==> config.mk <==
export PLATFORM = sky130hd
export DESIGN_NAME = quark_permutation_136_unit_flat
export DESIGN_NICKNAME = d
export VERILOG_FILES = /design/src/design/qrk_pkg.sv /design/src/design/qrk_in_if.sv /design/src/design/qrk_out_if.sv /design/src/design/qrk_core.sv /design/src/design/quark_permutation_136_unit.sv /design/src/flat_wrapper.sv
export SDC_FILE = /design/constraint.sdc
export NUM_CORES = 1
export LEC_CHECK = 0
export ABC_AREA = 1
export BUFFER_PORTS_ARGS = -buffer_cell sky130_fd_sc_hd__buf_2
export CAP_MARGIN = 20
export CORE_ASPECT_RATIO = 1.25
export CORE_UTILIZATION = 50
export DETAILED_ROUTE_END_ITERATION = 7
export PLACE_DENSITY_LB_ADDON = 0.05
export SYNTH_ARGS = -nofsm -noshare
export SYNTH_HDL_FRONTEND = slang
export SYNTH_SLANG_ARGS = --single-unit
==> constraint.sdc <==
create_clock -name clk -period 35.1 [get_ports clk]
set_input_delay 5.265 -clock clk [delete_from_list [all_inputs] [get_ports clk]]
set_output_delay 5.265 -clock clk [all_outputs]
set_load 0.02 [all_outputs]
==> src/design/qrk_pkg.sv <==
// ---------------------------------------------------------------------------
// qrk_pkg: shared types, constants and round functions
// Feedback and output functions of the 136-bit permutation, plus the
// control types that pass between the top level and the round core.
// ---------------------------------------------------------------------------
`timescale 1ns / 1ps
`default_nettype none

package qrk_pkg;

	localparam int HALF_BITS   = 68;
	localparam int LFSR_BITS   = 10;
	localparam int ROUND_COUNT = 544;
	localparam int RND_W       = $clog2(ROUND_COUNT + 1);
	localparam int HEAD_W      = 64;
	localparam int MID_W       = 8;
	localparam int TAIL_W      = 64;
	localparam int NIB_W       = HALF_BITS - HEAD_W;

	typedef logic [HALF_BITS-1:0] half_t;
	typedef logic [LFSR_BITS-1:0] lfsr_t;
	typedef logic [RND_W-1:0]     rnd_t;

	typedef enum logic {
		ST_IDLE,
		ST_RUN
	} st_t;

	// top -> core
	typedef struct packed {
		logic load;
	} core_ctrl_t;

	// core -> top
	typedef struct packed {
		logic done;
		logic active;
	} core_stat_t;

	// Registers are held MSB first: stage k sits at vector bit HALF_BITS-1-k.
	function automatic half_t stage_order(input half_t v);
		half_t r;
		for (int k = 0; k < HALF_BITS; k++) begin
			r[k] = v[HALF_BITS-1-k];
		end
		return r;
	endfunction

	// Nonlinear feedback of X (includes the y[0] term)
	function automatic logic fb_x(input half_t xv, input half_t yv);
		half_t x;
		half_t y;
		x = stage_order(xv);
		y = stage_order(yv);
		return x[0] ^ y[0] ^ x[9] ^ x[14] ^ x[21] ^ x[28] ^ x[33] ^ x[37] ^ x[45] ^
			x[52] ^ x[55] ^ x[50] ^
			(x[59] & x[55]) ^ (x[37] & x[33]) ^ (x[15] & x[9]) ^
			(x[55] & x[52] & x[45]) ^ (x[33] & x[28] & x[21]) ^
			(x[59] & x[45] & x[28] & x[9]) ^
			(x[55] & x[52] & x[37] & x[33]) ^
			(x[59] & x[55] & x[21] & x[15]) ^
			(x[59] & x[55] & x[52] & x[45] & x[37]) ^
			(x[33] & x[28] & x[21] & x[15] & x[9]) ^
			(x[52] & x[45] & x[37] & x[33] & x[28] & x[21]);
	endfunction

	// Nonlinear feedback of Y
	function automatic logic fb_y(input half_t yv);
		half_t y;
		y = stage_order(yv);
		return y[0] ^ y[7] ^ y[16] ^ y[20] ^ y[30] ^ y[35] ^ y[37] ^ y[42] ^
			y[51] ^ y[54] ^ y[49] ^
			(y[58] & y[54]) ^ (y[37] & y[35]) ^ (y[15] & y[7]) ^
			(y[54] & y[51] & y[42]) ^ (y[35] & y[30] & y[20]) ^
			(y[58] & y[42] & y[30] & y[7]) ^
			(y[54] & y[51] & y[37] & y[35]) ^
			(y[58] & y[54] & y[20] & y[15]) ^
			(y[58] & y[54] & y[51] & y[42] & y[37]) ^
			(y[35] & y[30] & y[20] & y[15] & y[7]) ^
			(y[51] & y[42] & y[37] & y[35] & y[30] & y[20]);
	endfunction

	// Output function h over X, Y and the LFSR (l[k] at bit k)
	function automatic logic out_h(input half_t xv, input half_t yv, input lfsr_t l);
		half_t x;
		half_t y;
		x = stage_order(xv);
		y = stage_order(yv);
		return x[25] ^ y[59] ^ (y[3] & x[55]) ^ (x[46] & x[55]) ^ (x[55] & y[59]) ^
			(y[3] & x[25] & x[46]) ^ (y[3] & x[46] & x[55]) ^
			(y[3] & x[46] & y[59]) ^ (x[25] & x[46] & y[59] & l[0]) ^
			(x[25] & l[0]) ^
			x[1] ^ y[2] ^ x[4] ^ y[10] ^ x[31] ^ y[43] ^ x[56] ^ l[0];
	endfunction

endpackage

`default_nettype wire

==> src/design/qrk_in_if.sv <==
// ---------------------------------------------------------------------------
// qrk_in_if: input state channel
// Valid/ready channel carrying one 136-bit state per beat.
// ---------------------------------------------------------------------------
`timescale 1ns / 1ps
`default_nettype none

interface qrk_in_if;
	logic                         valid;
	logic                         ready;
	logic [qrk_pkg::HEAD_W-1:0]   state_head;
	logic [qrk_pkg::MID_W-1:0]    state_middle;
	logic [qrk_pkg::TAIL_W-1:0]   state_tail;

	modport source (output valid, state_head, state_middle, state_tail, input ready);
	modport sink   (input valid, state_head, state_middle, state_tail, output ready);
endinterface

`default_nettype wire

==> src/design/qrk_out_if.sv <==
// ---------------------------------------------------------------------------
// qrk_out_if: permuted state channel
// Valid/ready channel carrying one permuted 136-bit state per beat.
// ---------------------------------------------------------------------------
`timescale 1ns / 1ps
`default_nettype none

interface qrk_out_if;
	logic                         valid;
	logic                         ready;
	logic [qrk_pkg::HEAD_W-1:0]   permuted_head;
	logic [qrk_pkg::MID_W-1:0]    permuted_middle;
	logic [qrk_pkg::TAIL_W-1:0]   permuted_tail;

	modport source (output valid, permuted_head, permuted_middle, permuted_tail, input ready);
	modport sink   (input valid, permuted_head, permuted_middle, permuted_tail, output ready);
endinterface

`default_nettype wire

==> src/design/qrk_core.sv <==
// ---------------------------------------------------------------------------
// qrk_core: round engine
// Two 68-bit feedback shift registers and the 10-bit LFSR; one bit shifts
// into each register per cycle, one round per cycle, counted down.
// ---------------------------------------------------------------------------
`timescale 1ns / 1ps
`default_nettype none

module qrk_core (
	input  wire logic                 clk,
	input  wire logic                 arst_n,
	input  wire qrk_pkg::core_ctrl_t  ctrl,
	input  wire qrk_pkg::half_t       x_in,
	input  wire qrk_pkg::half_t       y_in,
	output qrk_pkg::core_stat_t       stat,
	output qrk_pkg::half_t            x_out,
	output qrk_pkg::half_t            y_out
);

	qrk_pkg::half_t x_q;
	qrk_pkg::half_t y_q;
	qrk_pkg::lfsr_t l_q;
	qrk_pkg::rnd_t  cnt_q;
	logic           h;
	logic           nx;
	logic           ny;

	// round feedback
	always_comb begin
		h  = qrk_pkg::out_h(x_q, y_q, l_q);
		nx = qrk_pkg::fb_x(x_q, y_q) ^ h;
		ny = qrk_pkg::fb_y(y_q) ^ h;
	end

	// round counter
	always_ff @(posedge clk or negedge arst_n) begin
		if (!arst_n) begin
			cnt_q <= '0;
		end else if (ctrl.load) begin
			cnt_q <= qrk_pkg::RND_W'(qrk_pkg::ROUND_COUNT);
		end else if (cnt_q != '0) begin
			cnt_q <= cnt_q - qrk_pkg::RND_W'(1);
		end
	end

	// shift registers: stage 0 leaves, feedback enters at the far end
	always_ff @(posedge clk) begin
		if (ctrl.load) begin
			x_q <= x_in;
			y_q <= y_in;
			l_q <= '1;
		end else if (cnt_q != '0) begin
			x_q <= {x_q[qrk_pkg::HALF_BITS-2:0], nx};
			y_q <= {y_q[qrk_pkg::HALF_BITS-2:0], ny};
			l_q <= {l_q[0] ^ l_q[3], l_q[qrk_pkg::LFSR_BITS-1:1]};
		end
	end

	assign stat.done   = (cnt_q == '0);
	assign stat.active = (cnt_q != '0);
	assign x_out       = x_q;
	assign y_out       = y_q;

endmodule

`default_nettype wire

==> src/design/quark_permutation_136_unit.sv <==
// ---------------------------------------------------------------------------
// quark_permutation_136_unit: 136-bit sponge permutation
// Takes one state beat on din, runs 544 rounds, returns it on dout.
// ---------------------------------------------------------------------------
// Usage:
//   din carries a state (head, middle, tail); it is accepted when valid and
//   ready are both high. ready is high only while no state is in the round
//   engine. dout carries the permuted state from an output register.
// Sequence: the accept edge loads the engine, the rounds follow
//   (one round per cycle, set by the single-bit shift of the two feedback
//   registers), and once they finish and dout is free the result moves
//   into the output register, which raises dout.valid.
// Overlap: din is ready again the cycle after the result leaves the
//   engine, so a new state can be working while the previous one waits
//   on dout.
// Stall: if dout still holds an untaken result when rounds finish, the
//   engine holds its result and din stays low-ready until dout is free.
// Reset: arst_n clears the state machine, the round counter and dout.valid;
//   no clearing pass is needed.
// ---------------------------------------------------------------------------
`timescale 1ns / 1ps
`default_nettype none

module quark_permutation_136_unit (
	input wire logic  clk,
	input wire logic  arst_n,
	qrk_in_if.sink    din,
	qrk_out_if.source dout
);

	qrk_pkg::st_t        st_q;
	qrk_pkg::st_t        st_nxt;
	qrk_pkg::core_ctrl_t ctrl;
	qrk_pkg::core_stat_t stat;
	qrk_pkg::half_t      x_in;
	qrk_pkg::half_t      y_in;
	qrk_pkg::half_t      x_res;
	qrk_pkg::half_t      y_res;
	logic                in_acc;
	logic                out_free;
	logic                unload;
	logic                out_valid_q;

	logic [qrk_pkg::HEAD_W-1:0] head_q;
	logic [qrk_pkg::MID_W-1:0]  mid_q;
	logic [qrk_pkg::TAIL_W-1:0] tail_q;

	// MSB-first packing: X is head then high nibble, Y is low nibble then tail
	assign x_in = {din.state_head, din.state_middle[qrk_pkg::MID_W-1:qrk_pkg::NIB_W]};
	assign y_in = {din.state_middle[qrk_pkg::NIB_W-1:0], din.state_tail};

	assign in_acc   = din.valid && din.ready;
	assign out_free = !out_valid_q || dout.ready;

	qrk_core u_core (
		.clk    (clk),
		.arst_n (arst_n),
		.ctrl   (ctrl),
		.x_in   (x_in),
		.y_in   (y_in),
		.stat   (stat),
		.x_out  (x_res),
		.y_out  (y_res)
	);

	// next state
	always_comb begin
		st_nxt = st_q;
		unique case (st_q)
			qrk_pkg::ST_IDLE: begin
				if (din.valid) st_nxt = qrk_pkg::ST_RUN;
			end
			qrk_pkg::ST_RUN: begin
				if (stat.done && out_free) st_nxt = qrk_pkg::ST_IDLE;
			end
			default: st_nxt = qrk_pkg::ST_IDLE;
		endcase
	end

	// state outputs
	always_comb begin
		din.ready = 1'b0;
		unload    = 1'b0;
		unique case (st_q)
			qrk_pkg::ST_IDLE: din.ready = 1'b1;
			qrk_pkg::ST_RUN:  unload    = stat.done && out_free;
			default: begin
				din.ready = 1'b0;
				unload    = 1'b0;
			end
		endcase
	end

	assign ctrl.load = in_acc;

	always_ff @(posedge clk or negedge arst_n) begin
		if (!arst_n) begin
			st_q <= qrk_pkg::ST_IDLE;
		end else begin
			st_q <= st_nxt;
		end
	end

	// output register
	always_ff @(posedge clk or negedge arst_n) begin
		if (!arst_n) begin
			out_valid_q <= 1'b0;
		end else if (unload) begin
			out_valid_q <= 1'b1;
		end else if (dout.ready) begin
			out_valid_q <= 1'b0;
		end
	end

	always_ff @(posedge clk) begin
		if (unload) begin
			head_q <= x_res[qrk_pkg::HALF_BITS-1:qrk_pkg::NIB_W];
			mid_q  <= {x_res[qrk_pkg::NIB_W-1:0],
				y_res[qrk_pkg::HALF_BITS-1:qrk_pkg::TAIL_W]};
			tail_q <= y_res[qrk_pkg::TAIL_W-1:0];
		end
	end

	assign dout.valid           = out_valid_q;
	assign dout.permuted_head   = head_q;
	assign dout.permuted_middle = mid_q;
	assign dout.permuted_tail   = tail_q;

	// a beat is accepted only while the engine is empty
	a_acc_idle: assert property (@(posedge clk) disable iff (!arst_n)
		in_acc |-> (st_q == qrk_pkg::ST_IDLE) && stat.done)
		else $error("input beat accepted while rounds in progress");

	// an accepted beat starts a full round count
	a_acc_start: assert property (@(posedge clk) disable iff (!arst_n)
		in_acc |=> stat.active && (st_q == qrk_pkg::ST_RUN))
		else $error("round engine did not start after accept");

	// results only leave a finished engine
	a_unload_done: assert property (@(posedge clk) disable iff (!arst_n)
		unload |-> stat.done && !stat.active)
		else $error("result unloaded before rounds finished");

	// engine never runs without a state machine owning it
	a_idle_quiet: assert property (@(posedge clk) disable iff (!arst_n)
		(st_q == qrk_pkg::ST_IDLE) |-> stat.done)
		else $error("round engine active while idle");

endmodule

`default_nettype wire

==> src/flat_wrapper.sv <==
// flat-port wrapper written by rule: the top's interface ports become plain ports
module quark_permutation_136_unit_flat 
  (clk, arst_n, din_valid, din_state_head, din_state_middle, din_state_tail, din_ready, dout_valid, dout_permuted_head, dout_permuted_middle, dout_permuted_tail, dout_ready);
  qrk_in_if din_i ();
  qrk_out_if dout_i ();
  input wire logic clk;
  input wire logic arst_n;
  input wire logic [$bits(din_i.valid)-1:0] din_valid;
  input wire logic [$bits(din_i.state_head)-1:0] din_state_head;
  input wire logic [$bits(din_i.state_middle)-1:0] din_state_middle;
  input wire logic [$bits(din_i.state_tail)-1:0] din_state_tail;
  output wire logic [$bits(din_i.ready)-1:0] din_ready;
  output wire logic [$bits(dout_i.valid)-1:0] dout_valid;
  output wire logic [$bits(dout_i.permuted_head)-1:0] dout_permuted_head;
  output wire logic [$bits(dout_i.permuted_middle)-1:0] dout_permuted_middle;
  output wire logic [$bits(dout_i.permuted_tail)-1:0] dout_permuted_tail;
  input wire logic [$bits(dout_i.ready)-1:0] dout_ready;
  assign din_i.valid = din_valid;
  assign din_i.state_head = din_state_head;
  assign din_i.state_middle = din_state_middle;
  assign din_i.state_tail = din_state_tail;
  assign din_ready = din_i.ready;
  assign dout_valid = dout_i.valid;
  assign dout_permuted_head = dout_i.permuted_head;
  assign dout_permuted_middle = dout_i.permuted_middle;
  assign dout_permuted_tail = dout_i.permuted_tail;
  assign dout_i.ready = dout_ready;
  quark_permutation_136_unit u_core (.clk(clk), .arst_n(arst_n), .din(din_i), .dout(dout_i));
endmodule
==> flow_metrics.py <==
metrics = {
    "status": {
        "status": "finished with violations",
        "violations": "design-rule violations",
    },
    "floorplan": {
        "rows": 62,
        "die_w_um": 139,
        "dieHeight_um": 173,
        "initial_utilization": 0.511,
        "pin_count": 278,
        "core_area_um2": 23000,
        "dieArea_um2": 24100,
    },
    "yosys": {
        "synthFlopType": "edfxtp_1",
        "yosysSeqAreaShare": 0.739,
        "synth_cell_types": 33,
        "ys_ff_latch": 294,
        "syn_inst": 1018,
        "synth.avg_cell_area_um2": 11.5,
        "ys.warnings.count": 0,
        "synth_edf_count": 272,
        "synth_async_sr_flop_share": 0.0408,
        "syn_nets": 1159,
        "syn-cell-area_um2": 11700,
    },
    "setup_path": {
        "endpoint": "u_core.u_core.y_out[12]$_DFFE_PP_",
        "slowest_stage": "inv_4",
        "crit_type": "in2reg",
        "worst-path-max-fanout": 80,
        "worst_r2r_endpoint": "u_core.dout.permuted_tail[6]$_DFFE_PP_",
        "worstRegToRegCells": 12,
        "cp.arrival_ns": 7.91,
        "crit_start": "din_valid",
        "crit_chain": "buf_2 > nand2_4 > inv_4 > nor2_4 > inv_6 > buf_4 > buf_16",
        "r2r-start": "u_core.u_core.cnt_q[0]$_DFFE_PN0P_",
        "path_depth": 7,
        "path_buf_inv": 5,
        "endpoint_kind": "flop",
        "cp_top_family": "buffers and inverters",
        "cp-start-kind": "input port",
        "slowest_delay_ns": 0.74,
        "required_ns": 35.29,
        "r2r_setup_slack_ns": 31.63,
    },
    "power_and_ir_drop": {
        "ir_worst_vdd_mv": 0.0483,
        "seqPwrFrac": 0.510,
        "clockPowerShare": 0.243,
        "total_power_mw": 1.20,
        "p_per_area_nw_per_um2": 83.7,
        "cell_internal_pwr_mw": 0.822,
        "p_sw_frac": 0.315,
        "switchingPower_mw": 0.378,
        "p_leak_nw": 6.48,
        "combPwrFrac": 0.247,
    },
    "layout": {
        "utilization": 0.625,
        "fin_nets": 1441,
        "area_growth_pct": 22.3,
        "multi_input_area_um2": 2690,
        "drive_gt1_frac": 0.265,
        "finalInstanceArea_um2": 14300,
        "fillers": 1898,
        "final-seq-area_um2": 8670,
    },
    "global_route": {
        "use_met2": 0.367,
        "antenna_found_initial": 2,
        "grt_pass1_wl_um": 40000,
        "grt_usage": 0.214,
        "overflow": 0,
        "grt.busiest_layer": "met2",
        "grt_pass1_vias": 7780,
        "grt_max_degree": 85,
        "grt_util_met3": 0.0539,
        "met1_usage": 0.264,
    },
    "run": {
        "max_cap_viol_count": 0,
    },
    "route": {
        "drt-vias-per-instance": 4.99,
        "drc": 2,
        "drtIter0Drc": 490,
        "totalWireLength_um": 25700,
        "vias": 8037,
        "wl_per_cell_um": 15.9,
        "postRouteAntennaNets": 0,
        "drt-pass1-iter-count": 8,
    },
    "worst_hold_path": {
        "hp-class": "reg2reg",
    },
    "cts": {
        "postCtsSetupBuffers": 0,
        "root_buffer": "clkbuf_16",
        "cts_sinks": 294,
        "numCtsBuffers": 28,
        "htree_num_levels": 1,
        "cts_tree": "built",
        "insertion_delay_ns": 0.53,
        "cts_hold_buf": 0,
        "ctsResizeCount": 0,
        "clock_path_buffers": 3,
        "path_clk_slew_ns": 0.06,
    },
    "timing": {
        "finalCriticalPeriod_ns": 7.72,
        "hold_viol": 0,
        "tns_ns": 0,
        "drv_slew": 0,
        "setup_violations": 0,
        "fmax_mhz": 130,
        "worstMarginPinSlew_ns": 0.942,
        "relSlewSlack": 0.372,
        "setup_slack_ns": 27.38,
        "period_share": 0.220,
        "fin_skew_ns": 0.0119,
        "rsz0062_at_grt": "no",
    },
    "place": {
        "routabilityCongestion": 0.839,
        "placedInstanceArea_um2": 13400,
        "post-place-ws_ns": 26.52,
        "hpwl_um": 17200,
        "placement.io_buffers": 277,
    },
}
## power groups by stage
stage	Sequential (mW)	Combinational [mW]	Clock (mW)
after floorplan	0.587	0.238	0
after global placement	0.614	0.289	0
after detailed placement	0.618	0.300	0
after CTS	0.612	0.302	0.298
after global routing	0.624	0.350	0.309
final	0.611	0.297	0.292
## worst min path at each step
stage,startpoint,endpoint,slack [ns],cells past startpoint
after floorplan,u_core.u_core.x_out[21]$_DFFE_PP_,u_core.dout.permuted_head[17]$_DFFE_PP_,0.42,0
after global placement,u_core.u_core.x_out[65]$_DFFE_PP_,u_core.dout.permuted_head[61]$_DFFE_PP_,0.43,0
after detailed placement,u_core.u_core.x_out[45]$_DFFE_PP_,u_core.dout.permuted_head[41]$_DFFE_PP_,0.43,0
after CTS,u_core.u_core.x_out[65]$_DFFE_PP_,u_core.dout.permuted_head[61]$_DFFE_PP_,0.45,0
after global routing,u_core.u_core.y_out[12]$_DFFE_PP_,u_core.dout.permuted_tail[12]$_DFFE_PP_,0.46,0
final,u_core.u_core.x_out[65]$_DFFE_PP_,u_core.dout.permuted_head[61]$_DFFE_PP_,0.45,0
## flip-flops by register name, summed over array words and instances, names as in the netlist
name	flops
u_core.dout.permuted_head	64
u_core.u_core.x_out	68
u_core.st_q	1
u_core.u_core.y_out	68
u_core.dout.permuted_tail	64
u_core.u_core.l_q	10
u_core.dout.valid	1
u_core.u_core.cnt_q	10
u_core.dout.permuted_middle	8
## through the flow
stage	instances	hold slack, ns
2_1_floorplan	1018	0.421
6_report	1612	0.448
4_1_cts	1609	0.446
5_1_grt	1611	0.456
3_3_place_gp	1557	0.430
3_5_place_dp	1557	0.434
## logic make-up after synthesis
group | after synthesis | share of synthesized area
AO/OA/AOI/OAI | 42 | 0.0209
XOR/XNOR | 24 | 0.0179
adder cells (fa/ha/maj) | 1 | 0.00107
buffers and inverters | 101 | 0.0330
flip-flops | 294 | 0.739
AND/OR/NAND/NOR | 556 | 0.188
## cell usage after synthesis (all sizes together), types with 8 or more instances
cell	number	area (um2)
nand2	483	1830
edfxtp	272	8170
inv	69	259
nand3	34	185
nor2	24	97.6
o21ai	22	114
buf	17	71.3
clkbuf	15	56.3
xor2	13	114
dfrtp	12	300
xnor2	11	96.3
dfxtp	10	200
a22oi	9	67.6
a21oi	8	43.8
## routing by layer
| metal | vias to the layer above | share of wire |
|---|---|---|
| met5 | - | 0 |
| met2 | 277 | 0.50 |
| met4 | 0 | 0.024 |
| met3 | 40 | 0.076 |
| met1 | 3778 | 0.40 |
| li1 | 3942 | - |
## placed cells by master (no fill, tap or decap), types with 9 or more instances in the layout
cell type / netlist / final
clkbuf_16: 0 / 30
xor2_1: 13 / 13
xnor2_1: 11 / 11
inv_1: 64 / 64
a22oi_1: 9 / 9
nand2_1: 478 / 477
dfrtp_1: 12 / 12
dfxtp_1: 10 / 10
nand3_1: 31 / 31
edfxtp_1: 272 / 272
buf_2: 6 / 277
clkinv_2: 0 / 11
o21ai_0: 20 / 20
nor2_1: 23 / 23
## cell type report
class,count,share of cell area
Sequential cell,294,0.604
Multi-Input combinational cell,623,0.187
Timing Repair Buffer,284,0.102
Clock buffer,35,0.0551
Tap cell,288,0.0251
Inverter,69,0.0186
Clock inverter,17,0.00724
Antenna cell,2,0.000349
## worst register-to-register path: stages, from the launching register on
cell     delay (ns)
dfrtp_1        0.36
inv_1          0.10
ha_1           0.20
inv_1          0.07
nor3_2         0.16
nand3_1        0.15
inv_1          0.10
nand2_1        0.06
nor2_1         0.13
inv_1          0.12
nor3_2         0.15
buf_4          0.57
buf_4          0.83
(Power assumes the default switching activity.)
